===== config.mk =====
export PLATFORM = sky130hd
export DESIGN_NAME = dsvm_cell
export DESIGN_NICKNAME = d
export VERILOG_FILES = /design/src/rtl/dsvm_pkg.sv /design/src/rtl/dsvm_cell.sv
export SDC_FILE = /design/constraint.sdc
export NUM_CORES = 1
export LEC_CHECK = 0
export ABC_AREA = 1
export BUFFER_PORTS_ARGS = -buffer_cell sky130_fd_sc_hd__buf_2
export CAP_MARGIN = 20
export CORE_MARGIN = 2
export CORE_UTILIZATION = 40
export CTS_CLUSTER_DIAMETER = 50
export CTS_CLUSTER_SIZE = 25
export DETAILED_ROUTE_END_ITERATION = 8
export GPL_ROUTABILITY_DRIVEN = 0
export PLACE_DENSITY_LB_ADDON = 0.25
export SYNTH_ARGS = -nofsm -noshare
export SYNTH_HDL_FRONTEND = slang
export SYNTH_SLANG_ARGS = --single-unit
export TNS_END_PERCENT = 30

===== constraint.sdc =====
create_clock -name clk -period 0.96 [get_ports clk]
set_clock_uncertainty 0.15 [all_clocks]
set_input_delay 0.048 -clock clk [delete_from_list [all_inputs] [get_ports clk]]
set_output_delay 0.048 -clock clk [all_outputs]
set_load 0.01 [all_outputs]

===== src/rtl/dsvm_pkg.sv =====
package dsvm_pkg;

  // Request kinds carried in the input tuser
  typedef logic [1:0] req_t;
  localparam req_t REQ_MIDI = 2'd0;
  localparam req_t REQ_TICK = 2'd1;
  localparam req_t REQ_LOAD = 2'd2;

  // Instrument codes
  typedef logic [1:0] inst_t;
  localparam inst_t INST_SNARE = 2'd0;
  localparam inst_t INST_HIHAT = 2'd1;
  localparam inst_t INST_KICK  = 2'd2;

  // Configuration register indexes
  typedef logic [1:0] cfg_idx_t;
  localparam cfg_idx_t CFG_SNARE_LEN = 2'd0;
  localparam cfg_idx_t CFG_HIHAT_LEN = 2'd1;
  localparam cfg_idx_t CFG_KICK_LEN  = 2'd2;

  localparam int LEN_W  = 17;
  localparam int GAIN_W = 17;

  // MIDI decode
  localparam logic [3:0] STATUS_NOTE_ON = 4'h9;
  localparam logic [6:0] NOTE_SNARE     = 7'h24;
  localparam logic [6:0] NOTE_HIHAT     = 7'h26;
  localparam logic [6:0] NOTE_KICK      = 7'h28;

  // Velocity scale: vel/100 approximated as vel*655/65536
  localparam logic [GAIN_W-1:0] VEL_GAIN = 17'd655;
  localparam int GAIN_SHIFT = 16;

  // Per-voice control fields held in each cell
  typedef struct packed {
    logic       active;
    inst_t      inst;
    logic [6:0] vel;
  } voice_meta_t;

  // Control from the sequencer to the scale-and-accumulate pipeline
  typedef struct packed {
    logic              clear;
    logic              valid;
    inst_t             inst;
    logic [GAIN_W-1:0] gain;
  } mac_ctl_t;

  typedef enum logic [1:0] {
    S_IDLE,
    S_NOTE,
    S_TICK,
    S_DRAIN
  } state_t;

endpackage


===== src/rtl/dsvm_cell.sv =====
module dsvm_cell #(
  parameter int POS_W = 16
) (
  input  logic                 clk,
  input  logic                 rst_n,
  input  logic                 shift_en,
  input  dsvm_pkg::voice_meta_t meta_i,
  input  logic [POS_W-1:0]     pos_i,
  output dsvm_pkg::voice_meta_t meta_o,
  output logic [POS_W-1:0]     pos_o
);
  import dsvm_pkg::*;

  voice_meta_t      meta_r;
  logic [POS_W-1:0] pos_r;

  // Take the neighbor's voice on each shift; reset frees the voice
  always_ff @(posedge clk) begin
    if (!rst_n) begin
      meta_r <= '0;
    end else if (shift_en) begin
      meta_r <= meta_i;
    end
  end

  // Position carries no reset
  always_ff @(posedge clk) begin
    if (shift_en) begin
      pos_r <= pos_i;
    end
  end

  assign meta_o = meta_r;
  assign pos_o  = pos_r;

endmodule


==> impl_metrics.csv <==
group,metric,value,unit
critical_path,crit_family,"flip-flops",
floorplan,core,2170,sq um
yosys,ys_top_cells_by_area,"edfxtp_1, dfxtp_1, nand2_1",
timing,fin_crit,1050,ps
power_and_ir_drop,combPwrFrac,18.2,%
finish,nFillCells,179,
power_and_ir_drop,p_total,2.14,mW
yosys,ys_seq_area_share,76.3,%
clocking,cts_buffers,3,
finish,diodes,0,
global_route,grt.overflow.total,0,
global_route,antenna_found_initial,0,
critical_path,startpoint_type,"flip-flop",
critical_path,cp.required,760,ps
yosys,ys_types,8,
clocking,htree_levels,1,
finish,design_area,1570,sq um
timing,setup_ws,-94.5,ps
finish,post-route-util,72.1,%
yosys,synth_area_per_cell,11.3,sq um
worst_hold_path,min_path_type,"input port to flip-flop",
global_route,grt_use_met3,2.92,%
clocking,clk_latency,300,ps
clocking,cts_root_buf,"clkbuf_4",
route,wl_per_cell,10.5,microns
global_route,grt_max_degree,37,
timing,worst_hold_slack,30.5,ps
timing,rsz0062_at_grt,"true",
timing,hold_viol_final,0,
route,antenna_left,0,
route,drtIter0Drc,12,
floorplan,dieArea,2620,sq um
yosys,synth-edff-count,16,
floorplan,die_h,51.2,microns
critical_path,setup.worst_path.class,"flip-flop to output port",
timing,timing.setup.tns,-954,ps
finish,multiInputGateArea,150,sq um
critical_path,cp_num_buf_inv,1,
yosys,async_reset_ff_share,0,%
finish,layout-drive-gt1-share,42.0,%
floorplan,die_w,51.2,microns
yosys,synth_top_cell_by_area,"edfxtp_1",
outcome,violations,"setup timing",
power_and_ir_drop,switchingPower,0.468,mW
route,wirelength,1990,microns
timing,setup_viol_count_final,17,
critical_path,crit_path_end_kind,"output port",
power_and_ir_drop,powerDensity,1370,nW/um^2
yosys,syn_inst,79,
global_route,grt_util_met2,33.8,%
clocking,cts_tree,"yes",
timing,slew_violations,0,
global_route,gr-max-usage-layer,"met2",
critical_path,cp_slowest_cell,"edfxtp_1",
clocking,clkTransAtPathRegs,130,ps
global_route,grt_first_pass_wirelength,3190,microns
floorplan,rows,17,
route,vias_per_cell,4.15,
place,port_buffers,54,
power_and_ir_drop,p_leak,0.760,nW
yosys,syn-cell-area,892,sq um
route,drc,0,
floorplan,pin_count,55,
critical_path,path_cells,"buf_2",
yosys,syn-num-nets,108,
power_and_ir_drop,pwr-share-seq,61.3,%
place,pre_cts_ws,154,ps
yosys,ys_ff_latch,26,
power_and_ir_drop,vdd_ir_drop_max,0.905,mV
power_and_ir_drop,switching_share,21.9,%
yosys,netlist_top_cells_count,"nand2_1, nor2_1, edfxtp_1",
timing,tightestPinTransition,168,ps
clocking,clock_path_buffers,2,
finish,ff_latch_area,693,sq um
timing,fmax,948,MHz
place,placed_area,1190,sq um
finish,fin_nets,192,
yosys,yosysTopAreaCellShare,53.9,%
job,maxCapViolCount,0,
critical_path,reg2reg_setup_slack,240,ps
clocking,numClockSinks,26,
route,drt_pass1_iterations,3,
critical_path,cp.arrival,860,ps
timing,finalCritPeriodShare,110,%
floorplan,start_util,41.1,%
finish,instances_no_fill,190,
power_and_ir_drop,p_clk_share,20.5,%
clocking,post_cts_buffers,0,
power_and_ir_drop,p_int,1.67,mW
yosys,synth-main-ff-cell,"edfxtp_1",
yosys,yosysWarnings,0,
critical_path,cp_max_fo,1,
global_route,grt_usage,16.6,%
global_route,grt_pass1_vias,793,
outcome,outcome,"finished, violations left",
route,vias,788,
global_route,met1_usage,15.7,%
place,dpl.hpwl,1110,microns
critical_path,slowest_delay,400,ps
place,dp_cells,159,
timing,relSlewSlack,88.8,%
finish,syn2layout_area_growth,75.5,%
==> layout make-up <==
class	instances	share of cell area (%)
multi-input combinational	40	9.59
inverter	10	2.40
timing repair buffer	82	39.8
tap	28	2.24
sequential	26	44.3
clock buffer	4	1.68
==> flip-flops by register name, indices dropped and copies added (netlist names) <==
name,count
meta_o,10
pos_o,16
==> repair_timing <==
| item | 4_1_cts | 5_1_grt |
|---|---|---|
| endpoints found under the hold margin | 26 | 0 |
| pin swaps | 0 | 0 |
| setup endpoints to repair | 26 | 26 |
| gates resized for setup | 20 | 0 |
| hold buffers | 27 | 0 |
==> cell families after synthesis <==
group / count (synthesis) / share of synthesized area [%]
buf+inv: 13 / 6.87
simple gates: 40 / 16.8
flops: 26 / 76.3
==> power groups by stage <==
stage | Clock (mW) | Sequential, mW | Combinational, mW
floorplan | 0 | 1.37 | 0.0691
global placement | 0 | 1.32 | 0.266
detailed placement | 0 | 1.32 | 0.269
CTS | 0.455 | 1.31 | 0.385
global route | 0.507 | 1.32 | 0.427
finish | 0.438 | 1.31 | 0.389
==> worst paths after layout <==
path | from | end | cells past startpoint
setup reg to reg | meta_o[5]$_SDFFE_PN0P_ | meta_o[5]$_SDFFE_PN0P_ | 2
setup / recovery | pos_o[10]$_DFFE_PP_ | pos_o[10] | 1
hold reg to reg | meta_o[3]$_SDFFE_PN0P_ | meta_o[3]$_SDFFE_PN0P_ | 2
hold / removal | shift_en | pos_o[4]$_DFFE_PP_ | 2
==> layer usage <==
layer  share of wire [%]  vias up
met5                   0        -
met4                 1.4        0
met3                 5.2        4
met2                  54       31
met1                  39      343
li1                    -      410
==> cells in the final DEF (no fill, tap or decap) <==
cell type and n:
buf_12 1, buf_2 44, buf_6 10, clkbuf_1 1, clkbuf_4 3, dfxtp_2 10, dlygate4sd3_1 27, edfxtp_1 16
inv_1 10, nand2_1 20, nor2_1 20
(Power assumes the default switching activity.)
