==> src/rtl/dsvm_pkg.sv <==
package dsvm_pkg;

  // Request kinds carried in the input tuser
  typedef logic [1:0] req_t;
  localparam req_t REQ_MIDI = 2'd0;
  localparam req_t REQ_TICK = 2'd1;
  localparam req_t REQ_LOAD = 2'd2;

  // Instrument codes
  typedef logic [1:0] inst_t;
  localparam inst_t INST_SNARE = 2'd0;
  localparam inst_t INST_HIHAT = 2'd1;
  localparam inst_t INST_KICK  = 2'd2;

  // Configuration register indexes
  typedef logic [1:0] cfg_idx_t;
  localparam cfg_idx_t CFG_SNARE_LEN = 2'd0;
  localparam cfg_idx_t CFG_HIHAT_LEN = 2'd1;
  localparam cfg_idx_t CFG_KICK_LEN  = 2'd2;

  localparam int LEN_W  = 17;
  localparam int GAIN_W = 17;

  // MIDI decode
  localparam logic [3:0] STATUS_NOTE_ON = 4'h9;
  localparam logic [6:0] NOTE_SNARE     = 7'h24;
  localparam logic [6:0] NOTE_HIHAT     = 7'h26;
  localparam logic [6:0] NOTE_KICK      = 7'h28;

  // Velocity scale: vel/100 approximated as vel*655/65536
  localparam logic [GAIN_W-1:0] VEL_GAIN = 17'd655;
  localparam int GAIN_SHIFT = 16;

  // Per-voice control fields held in each cell
  typedef struct packed {
    logic       active;
    inst_t      inst;
    logic [6:0] vel;
  } voice_meta_t;

  // Control from the sequencer to the scale-and-accumulate pipeline
  typedef struct packed {
    logic              clear;
    logic              valid;
    inst_t             inst;
    logic [GAIN_W-1:0] gain;
  } mac_ctl_t;

  typedef enum logic [1:0] {
    S_IDLE,
    S_NOTE,
    S_TICK,
    S_DRAIN
  } state_t;

endpackage

==> src/rtl/dsvm_mac.sv <==
module dsvm_mac #(
  parameter int SAMPLE_BITS = 24,
  parameter int ACC_W       = 31
) (
  input  logic                        clk,
  input  logic                        rst_n,
  input  dsvm_pkg::mac_ctl_t          ctl,
  input  logic [2*SAMPLE_BITS-1:0]    rd_data [3],
  output logic signed [ACC_W-1:0]     acc_left,
  output logic signed [ACC_W-1:0]     acc_right,
  output logic                        busy
);
  import dsvm_pkg::*;

  localparam int PW = SAMPLE_BITS + GAIN_W + 1;

  logic                     v1_r;
  inst_t                    inst1_r;
  logic [GAIN_W-1:0]        gain1_r;
  logic                     v2_r;
  logic signed [PW-1:0]     p2l_r, p2r_r;
  logic signed [PW-1:0]     p2l_nxt, p2r_nxt;
  logic signed [ACC_W-1:0]  accl_r, accr_r;
  logic signed [ACC_W-1:0]  accl_nxt, accr_nxt;
  logic [2*SAMPLE_BITS-1:0] sel;
  logic signed [SAMPLE_BITS-1:0] smp_l, smp_r;
  logic signed [GAIN_W:0]   gain_s;
  logic signed [PW-1:0]     term_l, term_r;

  // Pipeline valid bits
  always_ff @(posedge clk) begin
    if (!rst_n) begin
      v1_r <= 1'b0;
      v2_r <= 1'b0;
    end else begin
      v1_r <= ctl.valid;
      v2_r <= v1_r;
    end
  end

  // Stage 1: hold the voice fields while the store read completes
  always_ff @(posedge clk) begin
    inst1_r <= ctl.inst;
    gain1_r <= ctl.gain;
  end

  // Pick the word of the voice's instrument
  always_comb begin
    case (inst1_r)
      INST_SNARE: sel = rd_data[0];
      INST_HIHAT: sel = rd_data[1];
      INST_KICK:  sel = rd_data[2];
      default:    sel = '0;
    endcase
  end

  // Stage 2: scale both channels by the voice gain
  assign smp_l   = signed'(sel[SAMPLE_BITS-1:0]);
  assign smp_r   = signed'(sel[2*SAMPLE_BITS-1:SAMPLE_BITS]);
  assign gain_s  = signed'({1'b0, gain1_r});
  assign p2l_nxt = smp_l * gain_s;
  assign p2r_nxt = smp_r * gain_s;

  always_ff @(posedge clk) begin
    p2l_r <= p2l_nxt;
    p2r_r <= p2r_nxt;
  end

  // Stage 3: floor shift and accumulate
  assign term_l = p2l_r >>> GAIN_SHIFT;
  assign term_r = p2r_r >>> GAIN_SHIFT;

  always_comb begin
    accl_nxt = accl_r;
    accr_nxt = accr_r;
    if (ctl.clear) begin
      accl_nxt = '0;
      accr_nxt = '0;
    end else if (v2_r) begin
      accl_nxt = accl_r + ACC_W'(term_l);
      accr_nxt = accr_r + ACC_W'(term_r);
    end
  end

  always_ff @(posedge clk) begin
    accl_r <= accl_nxt;
    accr_r <= accr_nxt;
  end

  assign acc_left  = accl_r;
  assign acc_right = accr_r;
  assign busy      = v1_r | v2_r;

endmodule

==> config.mk <==
export PLATFORM = sky130hd
export DESIGN_NAME = dsvm_mac
export DESIGN_NICKNAME = d
export VERILOG_FILES = /design/src/rtl/dsvm_pkg.sv /design/src/rtl/dsvm_mac.sv
export SDC_FILE = /design/constraint.sdc
export NUM_CORES = 2
export LEC_CHECK = 0
export ABC_AREA = 1
export CORE_MARGIN = 2
export CORE_UTILIZATION = 45
export DETAILED_ROUTE_END_ITERATION = 7
export DONT_BUFFER_PORTS = 1
export GPL_ROUTABILITY_DRIVEN = 0
export PLACE_DENSITY = 0.64
export SLEW_MARGIN = 30
export SYNTH_ARGS = -nofsm -noshare
export SYNTH_HDL_FRONTEND = slang
export SYNTH_SLANG_ARGS = --single-unit
==> constraint.sdc <==
create_clock -name clk -period 6.2 [get_ports clk]
set_input_delay 0.62 -clock clk [delete_from_list [all_inputs] [get_ports clk]]
set_output_delay 0.62 -clock clk [all_outputs]
set_load 0.1 [all_outputs]
==> tab_implementation.tex <==
\begin{tabular}{lr}
\hline
Metric & Value \\
\hline
\multicolumn{2}{l}{\textbf{Outcome}} \\
\quad Status & finished clean \\
\multicolumn{2}{l}{\textbf{Setup path}} \\
\quad Largest delay contributor family on the critical path & adder cells \\
\quad Critical path's most frequent cell & sky130\_fd\_sc\_hd\_\_fa\_1 \\
\quad Worst stage delay on the critical path & 0.56 ns \\
\quad R2R depth & 25 \\
\quad Critical Path Start Type & register \\
\quad Slack of the worst reg-to-reg path & 0.11 ns \\
\quad Path length in cells of the critical path & 25 \\
\quad Origin of the critical flop-to-flop path & inst1\_r[0] \\
\quad Launching element of the worst setup path & inst1\_r[0] \\
\quad Critical path required time & 6.58 ns \\
\quad Critical register-to-register path endpoint & p2l\_r[40] \\
\quad Critical path capture point & p2l\_r[40] \\
\quad Arrival time of the worst setup path & 6.47 ns \\
\quad Worst setup path category & register to register \\
\quad Buffers and inverters on the worst path & 7 \\
\quad CP max FO & 9 \\
\quad Slowest cell on the critical path & sky130\_fd\_sc\_hd\_\_fa\_1 \\
\quad Endpoint class of the critical path & register \\
\multicolumn{2}{l}{\textbf{Routing}} \\
\quad Via-per-instance ratio & 4.939 \\
\quad First-pass detailed-route iteration total & 6 \\
\quad Via count of the routed design & 34.14k \\
\quad Average wire per cell in the routed design & 16.65 microns \\
\quad Number of DRC markers in iteration 0 & 2537 \\
\quad Number of design rule violations left after detail routing & 0 \\
\quad Detail Route Antenna Nets & 0 \\
\quad Overall routed net length & 115100 microns \\
\multicolumn{2}{l}{\textbf{Timing}} \\
\quad Worst Max-Slew Pin Slew & 1.027 ns \\
\quad Final Hold Violating Endpoints & 0 \\
\quad Worst clock skew & 0.03569 ns \\
\quad Setup repair after global routing missed its margin & true \\
\quad Total count of max-transition violations in the final report & 0 \\
\quad Normalized max-slew margin & 31.44\% \\
\quad Final Critical Period & 6.086 ns \\
\quad Tcrit/Tclk final & 98.16\% \\
\quad Highest clock rate & 164.3 MHz \\
\quad Final Setup Violations & 0 \\
\multicolumn{2}{l}{\textbf{Finish}} \\
\quad \# fillers & 8444 \\
\quad Storage cell area & 2795 sq um \\
\quad NumNets Final & 6955 \\
\quad Signed area change from the synthesized netlist to the final layout & 15.53\% \\
\quad Utilization of the core after routing & 52.31\% \\
\quad Area used by multi-input combinational logic & 31730 sq um \\
\quad Layout cells sized above 1 & 13.32\% \\
\quad Area of all placed cells without fillers & 46080 sq um \\
\multicolumn{2}{l}{\textbf{Place}} \\
\quad Instance area after placement & 43200 sq um \\
\quad DPL Wire Length & 94400 microns \\
\quad Quantity of I/O buffers inserted on ports & 0 \\
\multicolumn{2}{l}{\textbf{Clocking}} \\
\quad Total CTS buffers & 17 \\
\quad CTS clock-pin slew for the worst setup and hold paths & 0.10 ns \\
\quad Library cell used as clock root buffer & sky130\_fd\_sc\_hd\_\_clkbuf\_16 \\
\quad Number of buffers added to fix hold violations after cts & 0 \\
\quad Number of levels the H-tree was split into & 4 \\
\quad Clock insertion delay at the later pin of the skew report & 0.52 ns \\
\quad TritonCTS clock tree & yes \\
\quad CTS max path bufs & 2 \\
\quad Clock Sink Count & 135 \\
\multicolumn{2}{l}{\textbf{Global routing}} \\
\quad All-layer global routing usage & 25.46\% \\
\quad Aggregate global routing overflow & 0 \\
\quad Initial antenna violation count & 6 \\
\quad Via count of the first global-routing pass & 34.35k \\
\quad Maximum number of pins on one net before global-route repair & 63 \\
\quad Wire length of the first global-routing pass & 181300 microns \\
\multicolumn{2}{l}{\textbf{Worst hold path}} \\
\quad Worst hold path startpoint & ctl[17] \\
\quad Class of the tightest hold or removal check & primary input to register \\
\multicolumn{2}{l}{\textbf{Die}} \\
\quad Die outline area & 91040 sq um \\
\quad Chip Height & 301.7 microns \\
\quad Starting Density & 45.28\% \\
\quad Die X & 301.7 microns \\
\quad \# IOs & 230 \\
\quad Core area & 88100 sq um \\
\quad Std-Cell Rows & 109 \\
\multicolumn{2}{l}{\textbf{Logic synthesis}} \\
\quad Top-area cell type share of the netlist area & 40.15\% \\
\quad Synth top area cells & sky130\_fd\_sc\_hd\_\_fa\_1 (40\%), sky130\_fd\_sc\_hd\_\_inv\_1 (16\%), sky130\_fd\_sc\_hd\_\_nand2\_1 (15\%) \\
\quad Cell taking the most area after synthesis & sky130\_fd\_sc\_hd\_\_fa\_1 \\
\quad Share of synthesized flip-flops with an asynchronous set or reset & 0\% \\
\quad Total nets after synthesis & 6780 \\
\quad Mean post-synth cell area & 7.181 sq um \\
\quad Combined area of all synthesized cells & 39890 sq um \\
\quad Synthesized instance count & 5555 \\
\quad Top cell types by occurrence after synthesis & sky130\_fd\_sc\_hd\_\_inv\_1 (1648), sky130\_fd\_sc\_hd\_\_nand2\_1 (1581), sky130\_fd\_sc\_hd\_\_fa\_1 (800) \\
\quad Seq cells post-synth & 135 \\
\quad Sequential share of the synthesized area & 6.775\% \\
\quad Synthesis warning total & 0 \\
\quad Prevailing post-synth register cell & sky130\_fd\_sc\_hd\_\_dfxtp\_1 \\
\quad Most frequent cell after synthesis & sky130\_fd\_sc\_hd\_\_inv\_1 \\
\quad Count of unique library cells instantiated by Yosys & 41 \\
\quad Number of enable-type register cells in the synthesized netlist & 0 \\
\multicolumn{2}{l}{\textbf{Run}} \\
\quad Max-Cap Viols & 0 \\
\hline
\end{tabular}
==> per-stage QoR <==
stage               setup WS, ns  TNS [ns]  cells  hold slack, ns
floorplan                 0.3458         0   5555          0.4002
global placement         -0.1577   -0.7788   6808          0.4180
detailed placement       -0.2258    -2.394   6808          0.4145
CTS                     0.001355         0   6845         0.07937
global route            -0.06670   -0.9163   6912         0.09113
finish                    0.1138         0   6912          0.1139
==> flip-flops by register name (all words and copies together), names as in the netlist <==
name,cells
v2_r,1
gain1_r,17
p2l_r,26
p2r_r,26
inst1_r,2
v1_r,1
acc_right,31
acc_left,31
==> cells by family after synthesis <==
family                   count (synthesis)  synth area share [%]
AND/OR/NAND/NOR                       2158                 21.84
AO/OA/AOI/OAI                          313                 4.291
flip-flops                             135                 6.775
XOR/XNOR                                64                 1.405
buffers and inverters                 1827                 17.44
adder cells (fa/ha/maj)               1058                 48.24
==> cell type report <==
| type | instances | share of cell area [%] |
|---|---|---|
| Antenna cell | 4 | 0.02172 |
| Clock buffer | 17 | 0.9231 |
| Clock inverter | 15 | 0.4317 |
| Inverter | 1659 | 13.53 |
| Multi-Input combinational cell | 3595 | 68.85 |
| Sequential cell | 135 | 6.065 |
| Tap cell | 1165 | 3.163 |
| Timing Repair Buffer | 322 | 7.018 |
==> per-layer routing <==
metal | GRT usage [%] | vias to the layer above | routed length [microns] | part of all wire, %
li1 | - | 16180 | - | -
met1 | 36.04 | 16510 | 51270 | 45
met2 | 39.09 | 1296 | 50010 | 43
met3 | 6.296 | 150 | 11300 | 9.8
met4 | 6.436 | 4 | 2505 | 2.2
met5 | 0 | - | 27 | 0.023
==> worst min path at each step <==
| stage | endpoint | depth (start not counted) |
|---|---|---|
| 5_1_grt | inst1_r[0] | 0 |
| 3_5_place_dp | v2_r | 2 |
| 2_1_floorplan | v2_r | 2 |
| 6_report | inst1_r[0] | 0 |
| 3_3_place_gp | v2_r | 2 |
| 4_1_cts | inst1_r[0] | 0 |
==> cell usage in the layout, fill, tap and decap left out, types with 6 or more instances in the layout <==
cell,Yosys,layout
sky130_fd_sc_hd__nand2_2,13,65
sky130_fd_sc_hd__a21oi_1,144,101
sky130_fd_sc_hd__dfxtp_1,135,67
sky130_fd_sc_hd__nor2_4,0,12
sky130_fd_sc_hd__a21oi_2,2,45
sky130_fd_sc_hd__o21ai_0,104,78
sky130_fd_sc_hd__o21a_1,6,6
sky130_fd_sc_hd__nor2_1,309,268
sky130_fd_sc_hd__buf_12,0,50
sky130_fd_sc_hd__buf_6,0,21
sky130_fd_sc_hd__fa_1,800,778
sky130_fd_sc_hd__o21ai_2,0,7
sky130_fd_sc_hd__clkbuf_16,0,22
sky130_fd_sc_hd__a21o_1,10,10
sky130_fd_sc_hd__nand3_1,140,129
sky130_fd_sc_hd__o21ai_1,4,23
sky130_fd_sc_hd__xnor2_1,12,12
sky130_fd_sc_hd__ha_1,258,210
sky130_fd_sc_hd__dfxtp_2,0,65
sky130_fd_sc_hd__nor2_2,8,37
sky130_fd_sc_hd__xor2_1,52,50
sky130_fd_sc_hd__buf_4,7,243
sky130_fd_sc_hd__nand3_2,29,20
sky130_fd_sc_hd__nor3_2,8,12
sky130_fd_sc_hd__nor3_1,25,18
sky130_fd_sc_hd__inv_1,1648,1631
sky130_fd_sc_hd__fa_2,0,22
sky130_fd_sc_hd__nand2_1,1581,1525
sky130_fd_sc_hd__nand4_1,23,23
sky130_fd_sc_hd__inv_2,11,26
sky130_fd_sc_hd__ha_4,0,43
sky130_fd_sc_hd__o21bai_1,20,18
sky130_fd_sc_hd__inv_8,0,7
sky130_fd_sc_hd__a31oi_1,10,8
sky130_fd_sc_hd__nand3_4,0,22
==> timing repair <==
item / 4_1_cts / 5_1_grt
pin swaps: 4 / 97
endpoints found under the hold margin: 0 / 0
gates resized for setup: 25 / 369
buffers inserted: 5 / 58
setup endpoints to repair: 39 / 51
gates cloned: 0 / 7
Power is left out: the tool's default activity adds up to more than one toggle a clock period on the data nets, which glitch-free logic cannot reach.
